### src/rtl/rigid_body_state_tolerance_compare_assert.svh
// Assertion macros for the block's top-level RTL file.
`ifndef RIGID_BODY_STATE_TOLERANCE_COMPARE_ASSERT_SVH
`define RIGID_BODY_STATE_TOLERANCE_COMPARE_ASSERT_SVH

`ifndef ASSERT_OFF
`define RBSTC_ASSERT(lbl, prop, msg) \
    lbl: assert property (@(posedge clk) disable iff (!rst_n) prop) else $error(msg);
`define RBSTC_ASSERT_ALWAYS(lbl, prop, msg) \
    lbl: assert property (@(posedge clk) prop) else $error(msg);
`else
`define RBSTC_ASSERT(lbl, prop, msg)
`define RBSTC_ASSERT_ALWAYS(lbl, prop, msg)
`endif

`endif

### src/rtl/rbstc_pkg.sv
`default_nettype none

package rbstc_pkg;

    localparam int LANE_W = 16;
    localparam int VEC_W  = 3 * LANE_W;
    localparam int ROT_W  = 4 * LANE_W;
    localparam int TOL_W  = 16;
    localparam int SQ_W   = 2 * TOL_W;
    localparam int ROT_SHIFT = 14;
    localparam int ADDR_W = 4;
    localparam int DATA_W = 32;

    localparam int SUM_W = 2 * LANE_W + 2;
    localparam int CMP_W = SUM_W + 1;
    localparam logic [CMP_W-1:0] ONE_Q28 = CMP_W'(1) << 28;

    typedef enum logic [1:0] {
        REG_POSITION = 2'd0,
        REG_ROTATION = 2'd1,
        REG_VELOCITY = 2'd2
    } reg_index_t;

    typedef struct packed {
        logic [VEC_W-1:0] first_position;
        logic [VEC_W-1:0] second_position;
        logic [ROT_W-1:0] first_rotation;
        logic [ROT_W-1:0] second_rotation;
        logic [VEC_W-1:0] first_linear_velocity;
        logic [VEC_W-1:0] second_linear_velocity;
        logic [VEC_W-1:0] first_angular_velocity;
        logic [VEC_W-1:0] second_angular_velocity;
    } req_t;

    typedef struct packed {
        logic [SQ_W-1:0]  position_sq;
        logic [SQ_W-1:0]  velocity_sq;
        logic [TOL_W-1:0] rotation;
    } tol_t;

endpackage

`default_nettype wire

### src/rtl/rbstc_cfg.sv
`default_nettype none

module rbstc_cfg (
    input  wire logic                        clk,
    input  wire logic                        rst_n,
    input  wire logic                        psel,
    input  wire logic                        penable,
    input  wire logic                        pwrite,
    input  wire logic [rbstc_pkg::ADDR_W-1:0] paddr,
    input  wire logic [rbstc_pkg::DATA_W-1:0] pwdata,
    output logic      [rbstc_pkg::DATA_W-1:0] prdata,
    output logic                             pready,
    output rbstc_pkg::tol_t                  tol
);
    import rbstc_pkg::*;

    logic [TOL_W-1:0] position_reg, position_next;
    logic [TOL_W-1:0] rotation_reg, rotation_next;
    logic [TOL_W-1:0] velocity_reg, velocity_next;
    logic [SQ_W-1:0]  position_sq_reg, position_sq_next;
    logic [SQ_W-1:0]  velocity_sq_reg, velocity_sq_next;
    logic [SQ_W-1:0]  wdata_sq;
    logic             wr_en;
    reg_index_t       index;

    assign pready   = 1'b1;
    assign wr_en    = psel && penable && pwrite && pready;
    assign index    = reg_index_t'(paddr[ADDR_W-1:2]);
    assign wdata_sq = SQ_W'(pwdata[TOL_W-1:0]) * SQ_W'(pwdata[TOL_W-1:0]);

    always_comb
    begin
        position_next    = position_reg;
        rotation_next    = rotation_reg;
        velocity_next    = velocity_reg;
        position_sq_next = position_sq_reg;
        velocity_sq_next = velocity_sq_reg;
        if (wr_en)
        begin
            case (index)
                REG_POSITION:
                begin
                    position_next    = pwdata[TOL_W-1:0];
                    position_sq_next = wdata_sq;
                end
                REG_ROTATION:
                begin
                    rotation_next = pwdata[TOL_W-1:0];
                end
                REG_VELOCITY:
                begin
                    velocity_next    = pwdata[TOL_W-1:0];
                    velocity_sq_next = wdata_sq;
                end
                default:
                begin
                end
            endcase
        end
    end

    always_ff @(posedge clk or negedge rst_n)
    begin
        if (!rst_n)
        begin
            position_reg    <= '0;
            rotation_reg    <= '0;
            velocity_reg    <= '0;
            position_sq_reg <= '0;
            velocity_sq_reg <= '0;
        end
        else
        begin
            position_reg    <= position_next;
            rotation_reg    <= rotation_next;
            velocity_reg    <= velocity_next;
            position_sq_reg <= position_sq_next;
            velocity_sq_reg <= velocity_sq_next;
        end
    end

    always_comb
    begin
        case (index)
            REG_POSITION: prdata = DATA_W'(position_reg);
            REG_ROTATION: prdata = DATA_W'(rotation_reg);
            REG_VELOCITY: prdata = DATA_W'(velocity_reg);
            default:      prdata = '0;
        endcase
    end

    assign tol.position_sq = position_sq_reg;
    assign tol.velocity_sq = velocity_sq_reg;
    assign tol.rotation    = rotation_reg;

endmodule

`default_nettype wire

### config.mk
export PLATFORM = sky130hd
export DESIGN_NAME = rbstc_cfg
export DESIGN_NICKNAME = d
export VERILOG_FILES = /design/src/rtl/rigid_body_state_tolerance_compare_assert.svh /design/src/rtl/rbstc_pkg.sv /design/src/rtl/rbstc_cfg.sv
export SDC_FILE = /design/constraint.sdc
export NUM_CORES = 1
export LEC_CHECK = 0
export BUFFER_PORTS_ARGS = -buffer_cell sky130_fd_sc_hd__buf_2
export CAP_MARGIN = 5
export CORE_UTILIZATION = 60
export DETAILED_ROUTE_END_ITERATION = 8
export PLACE_DENSITY = 0.86
export SKIP_LAST_GASP = 1
export SYNTH_ARGS = -nofsm -noshare
export SYNTH_HDL_FRONTEND = slang
export SYNTH_SLANG_ARGS = --single-unit
### constraint.sdc
create_clock -name clk -period 1.7 [get_ports clk]
set_input_delay 0.34 -clock clk [delete_from_list [all_inputs] [get_ports clk]]
set_output_delay 0.34 -clock clk [all_outputs]
set_load 0.02 [all_outputs]
==> results of run 1 <==
[per-layer routing]
layer / global-route usage / overflow
met1: 0.701 / 3
met2: 0.873 / 78
met3: 0.529 / 1
met4: 0.745 / 43
met5: 0.143 / 0
[stage by stage]
stage	std cells	setup WS (ps)
floorplan	1331	-3860
global placement	1850	-4070
detailed placement	1850	-4240
CTS	1897	-3780
[cells by family after synthesis]
| logic type | synth area share |
|---|---|
| AND/OR/NAND/NOR | 0.129 |
| buffers and inverters | 0.111 |
| adder cells (fa/ha/maj) | 0.374 |
| AO/OA/AOI/OAI | 0.0911 |
| flip-flops | 0.224 |
| multiplexers | 0.0441 |
| XOR/XNOR | 0.0261 |
| other | 0.000622 |
[cell usage after synthesis, types with 6 or more instances]
cell type,instances
sky130_fd_sc_hd__ha_1,102
sky130_fd_sc_hd__a31oi_1,6
sky130_fd_sc_hd__nor2_1,34
sky130_fd_sc_hd__a21o_1,10
sky130_fd_sc_hd__buf_4,21
sky130_fd_sc_hd__nand3_1,7
sky130_fd_sc_hd__nor2b_1,6
sky130_fd_sc_hd__nand2_1,254
sky130_fd_sc_hd__o21ai_0,57
sky130_fd_sc_hd__inv_1,251
sky130_fd_sc_hd__a21oi_1,28
sky130_fd_sc_hd__clkbuf_1,40
sky130_fd_sc_hd__a21oi_2,6
sky130_fd_sc_hd__mux2i_1,16
sky130_fd_sc_hd__and2_1,37
sky130_fd_sc_hd__o21ai_1,11
sky130_fd_sc_hd__mux2_2,33
sky130_fd_sc_hd__dfrtp_1,108
sky130_fd_sc_hd__buf_2,12
sky130_fd_sc_hd__xor2_1,12
sky130_fd_sc_hd__xnor2_1,24
sky130_fd_sc_hd__fa_1,162
sky130_fd_sc_hd__o211ai_1,7
[what timing repair did]
| action | CTS |
|---|---|
| gates resized for setup | 211 |
| hold buffers | 1 |
| pin swaps | 100 |
| endpoints found under the hold margin | 10 |
| setup buffers | 31 |
| endpoints found under the setup margin | 58 |
| cloned | 1 |
==> run_results.csv, run 1 <==
group,metric,value,unit
sta,worst-endpoint-pin-kind,"register data pin",
synth,yosys-top-cells-area,"sky130_fd_sc_hd__fa_1, sky130_fd_sc_hd__dfrtp_1, sky130_fd_sc_hd__ha_1",
floorplanning,chipHeight,144,µm
clock_tree,cts.sink_count,108,
synth,yosysWarnings,0,
synth,total_of_flip_flops_plus_latches_after_synthesis,108,
synth,synth.lib_cells_used.distinct,59,
grt,grt_max_degree,61,
floorplanning,starting_utilization_of_the_core_area,0.616,
synth,synth_top_cell_area_share,0.269,
status,toolErrorMsg,"[ERROR GRT-0232] Routing congestion too high. Check the congestion heatmap in the GUI.",
placement,post_dp_hpwl,28.3,mm
floorplanning,design.portCount,154,
clock_tree,tritoncts.num_buffers,9,
status,failed_stage,"global routing",
status,outcome,"stopped before the end",
synth,synth.yosys.seq_area_share,0.224,
sta,worstEndpointGrtRepair,"velocity_sq_reg[29]$_DFFE_PN0P_/D",
floorplanning,die_width,144,µm
synth,mappedNetlistArea,12100,µm²
grt,remaining_global_route_overflow,125,
floorplanning,site_rows,51,
clock_tree,cts_root_buf,"sky130_fd_sc_hd__clkbuf_16",
synth,ys.flop_type,"sky130_fd_sc_hd__dfrtp_1",
clock_tree,cts_max_level,3,
grt,grt_usage,0.702,
clock_tree,buffers_from_clock_root_to_sink_at_most,2,
synth,synth_enable_flop_cells,0,
synth,postSynthCellCount,1314,
synth,synth_top_area_cell,"sky130_fd_sc_hd__fa_1",
placement,dpl-instance-area,14700,µm²
placement,port-buffer-count,116,
synth,proportion_of_synthesized_flip_flops_having_asynchronous_set_or_reset,1.00,
placement,place.gp.congestion,1.01,
synth,postSynthAreaPerCell,9.19,µm²
==> inputs of run 2 (changes only) <==
--- a/config.mk
+++ b/config.mk
@@ -7,9 +7,9 @@
 export LEC_CHECK = 0
 export BUFFER_PORTS_ARGS = -buffer_cell sky130_fd_sc_hd__buf_2
 export CAP_MARGIN = 5
-export CORE_UTILIZATION = 60
+export CORE_UTILIZATION = 40
 export DETAILED_ROUTE_END_ITERATION = 8
-export PLACE_DENSITY = 0.86
+export PLACE_DENSITY_LB_ADDON = 0.15
 export SKIP_LAST_GASP = 1
 export SYNTH_ARGS = -nofsm -noshare
 export SYNTH_HDL_FRONTEND = slang
==> run_results.csv, run 2 <==
group,metric,value,unit
status,outcome,"finished with violations",
status,violations,"setup timing",
clock_tree,cts_root_buf,"sky130_fd_sc_hd__clkbuf_16",
sta,setup_tns,-174890,ps
grt,grt_first_pass_wirelength,56.3,mm
clock_tree,insertion_delay,360,ps
sta,rsz0062_at_grt,"true",
synth,ys.flop_type,"sky130_fd_sc_hd__dfrtp_1",
synth,proportion_of_synthesized_flip_flops_having_asynchronous_set_or_reset,1.00,
synth,synth_mux_area_frac,0.0441,
floorplanning,design.portCount,154,
grt,grt_pass1_vias,11000,
synth,synth.yosys.seq_area_share,0.224,
synth,synth_top_area_cell,"sky130_fd_sc_hd__fa_1",
clock_tree,tritoncts.num_buffers,9,
sta,final_worst_path_period_need,5450,ps
clock_tree,cts_max_level,3,
synth,yosys-top-cells-count,"sky130_fd_sc_hd__nand2_1, sky130_fd_sc_hd__inv_1, sky130_fd_sc_hd__fa_1",
cells_and_area,fraction_of_final_layout_cells_sized_beyond_drive_strength_1,0.401,
routing,avgViaCountPerCell,4.73,
sta,final.setup.worst_slack,-3750,ps
sta,final_count_of_negative_setup_slack_endpoints,56,
sta,slew_headroom,0.615,
synth,synth.lib_cells_used.distinct,59,
cells_and_area,finish.utilization,0.577,
floorplanning,core,29600,µm²
synth,total_of_flip_flops_plus_latches_after_synthesis,108,
sta,final_hold_violation_count,0,
cells_and_area,top_library_cells_by_usage_in_the_layout_fill_and_taps_aside,"sky130_fd_sc_hd__buf_4, sky130_fd_sc_hd__nand2_1, sky130_fd_sc_hd__inv_1, sky130_fd_sc_hd__fa_1, sky130_fd_sc_hd__dfrtp_1",
synth,synth.most_common_cell,"sky130_fd_sc_hd__nand2_1",
cells_and_area,insertedDiodeCount,0,
floorplanning,starting_utilization_of_the_core_area,0.407,
critical_path,worstPathArrival,5690,ps
synth,synth_enable_flop_cells,0,
sta,max_freq,0.184,GHz
synth,mappedNetlistArea,12100,µm²
synth,post_synth_and_or_nand_nor_area_fraction,0.129,
cells_and_area,final.fill_count,2622,
placement,port-buffer-count,116,
routing,finalWirelength,34.1,mm
sta,finClkSkew,0,ps
critical_path,worst-setup-path-type,"in2reg",
placement,dpl-instance-area,15100,µm²
synth,synth_fa_ha_area_frac,0.374,
run,maxCapViolations,0,
grt,antenna_violations_before_repair,0,
cells_and_area,final_common_cell,"sky130_fd_sc_hd__buf_4",
synth,yosysWarnings,0,
synth,synthXorXnorAreaFrac,0.0261,
critical_path,cp_max_fo,7,
critical_path,crit_path_start_kind,"input port",
routing,route.detailed.wl_per_inst,16.5,µm
synth,synth_top_cell_area_share,0.269,
placement,place.gp.congestion,0.861,
cells_and_area,multi_input_area,9430,µm²
sta,final_max_slew_viol_count,0,
routing,drtAntennaViolNets,0,
cells_and_area,design_area,17100,µm²
floorplanning,chipHeight,176,µm
cells_and_area,areaGrowthSynthToFinish,41.7,%
synth,dominant_combinational_cell_family_by_area_after_synthesis,"adder cells",
routing,remaining_drc_errors,0,
cells_and_area,register_area,2700,µm²
synth,compound_gate_portion_of_the_synthesized_area,0.0911,
sta,worst-slew-pin-transition,575,ps
routing,vias_after_detailed_routing,9773,
clock_tree,tritoncts,"built",
clock_tree,buffers_from_clock_root_to_sink_at_most,2,
worst_hold_path,hp-class,"in2reg",
routing,initialDrtViolationCount,305,
grt,grt_usage,0.237,
synth,yosys-top-cells-area,"sky130_fd_sc_hd__fa_1, sky130_fd_sc_hd__dfrtp_1, sky130_fd_sc_hd__ha_1",
sta,timing.final.crit_share,3.20,
cells_and_area,final_net_count,1975,
critical_path,worstPathRequired,1950,ps
synth,postSynthAreaPerCell,9.19,µm²
grt,grt_max_degree,46,
floorplanning,die_width,176,µm
clock_tree,path_clk_slew,90,ps
routing,firstDrtPassIters,4,
floorplanning,site_rows,63,
grt,remaining_global_route_overflow,0,
synth,postSynthCellCount,1314,
floorplanning,design.die.area,30900,µm²
critical_path,critical_path_capture_point_type,"flip-flop",
clock_tree,cts.sink_count,108,
placement,post_dp_hpwl,27.8,mm
-- run 2: cell counts after synthesis --
No cell type changed its count.
-- run 2: worst paths after layout --
check | startpoint | to | slack (ps) | cells after the start
setup / recovery | pwdata[1] | position_sq_reg[29] | -3750 | 21
hold / removal | pwdata[7] | rotation_reg[7] | 360 | 3
setup reg to reg | velocity_sq_reg[28] | velocity_sq_reg[28] | 780 | 2
hold reg to reg | velocity_sq_reg[7] | velocity_sq_reg[7] | 470 | 2
max in group asynchronous | rst_n | velocity_reg[12] | 690 | 3
min in group asynchronous | rst_n | position_sq_reg[10] | 430 | 2
-- run 2: metal layers --
layer	routed length, µm	track usage	vias up	share of wire
met5	0	0	-	0
li1	-	-	4727	-
met3	932	0.0214	36	0.027
met1	14000	0.282	4863	0.41
met2	18500	0.450	147	0.54
met4	722	0.0656	0	0.021
-- run 2: final cells by class --
type,count,share of cell area
multi-input cells,894,0.551
repair buffers,404,0.187
flip-flops and latches,108,0.158
inverters,253,0.0557
well taps,390,0.0285
clock buffers,11,0.0148
clock inverters,4,0.00453
-- run 2: repair_timing --
| action | in CTS | in global routing |
|---|---|---|
| endpoints found under the setup margin | 63 | 58 |
| pin swaps | 94 | 95 |
| endpoints found under the hold margin | 21 | 0 |
| resized for setup | 207 | 108 |
| cloned | 0 | 1 |
| hold buffers | 1 | 0 |
| buffers inserted | 30 | 21 |
-- run 2: logic make-up after synthesis --
kind of cell             count (synthesis)
adder cells (fa/ha/maj)                264
other                                    2
AND/OR/NAND/NOR                        364
flip-flops                             108
AO/OA/AOI/OAI                          162
XOR/XNOR                                36
multiplexers                            49
buffers and inverters                  329
-- run 2: worst max-delay path, stage by stage --
cell and delay (ps):
sky130_fd_sc_hd__buf_12 110, sky130_fd_sc_hd__buf_12 100, sky130_fd_sc_hd__nand2_4 40, sky130_fd_sc_hd__fa_2 600, sky130_fd_sc_hd__inv_1 70, sky130_fd_sc_hd__fa_1 560, sky130_fd_sc_hd__fa_1 430, sky130_fd_sc_hd__fa_1 500
sky130_fd_sc_hd__fa_1 560, sky130_fd_sc_hd__inv_2 40, sky130_fd_sc_hd__fa_1 520, sky130_fd_sc_hd__inv_2 50, sky130_fd_sc_hd__ha_4 280, sky130_fd_sc_hd__buf_6 90, sky130_fd_sc_hd__nand2_1 60, sky130_fd_sc_hd__o211ai_1 300
sky130_fd_sc_hd__a21oi_4 70, sky130_fd_sc_hd__o31ai_4 280, sky130_fd_sc_hd__a41oi_2 200, sky130_fd_sc_hd__xnor2_2 190, sky130_fd_sc_hd__mux2_4 270
-- run 2: metrics by stage --
step	worst slack, ps	std cells	hold slack (ps)
floorplan	-3860	1331	44.4
global placement	-4340	2005	276
detailed placement	-4350	2005	277
CTS	-3670	2048	338
global route	-3880	2064	365
finish	-3750	2064	359
Power of run 2 is left out: the tool's default activity adds up to more than one toggle a clock period on the data nets, which glitch-free logic cannot reach.
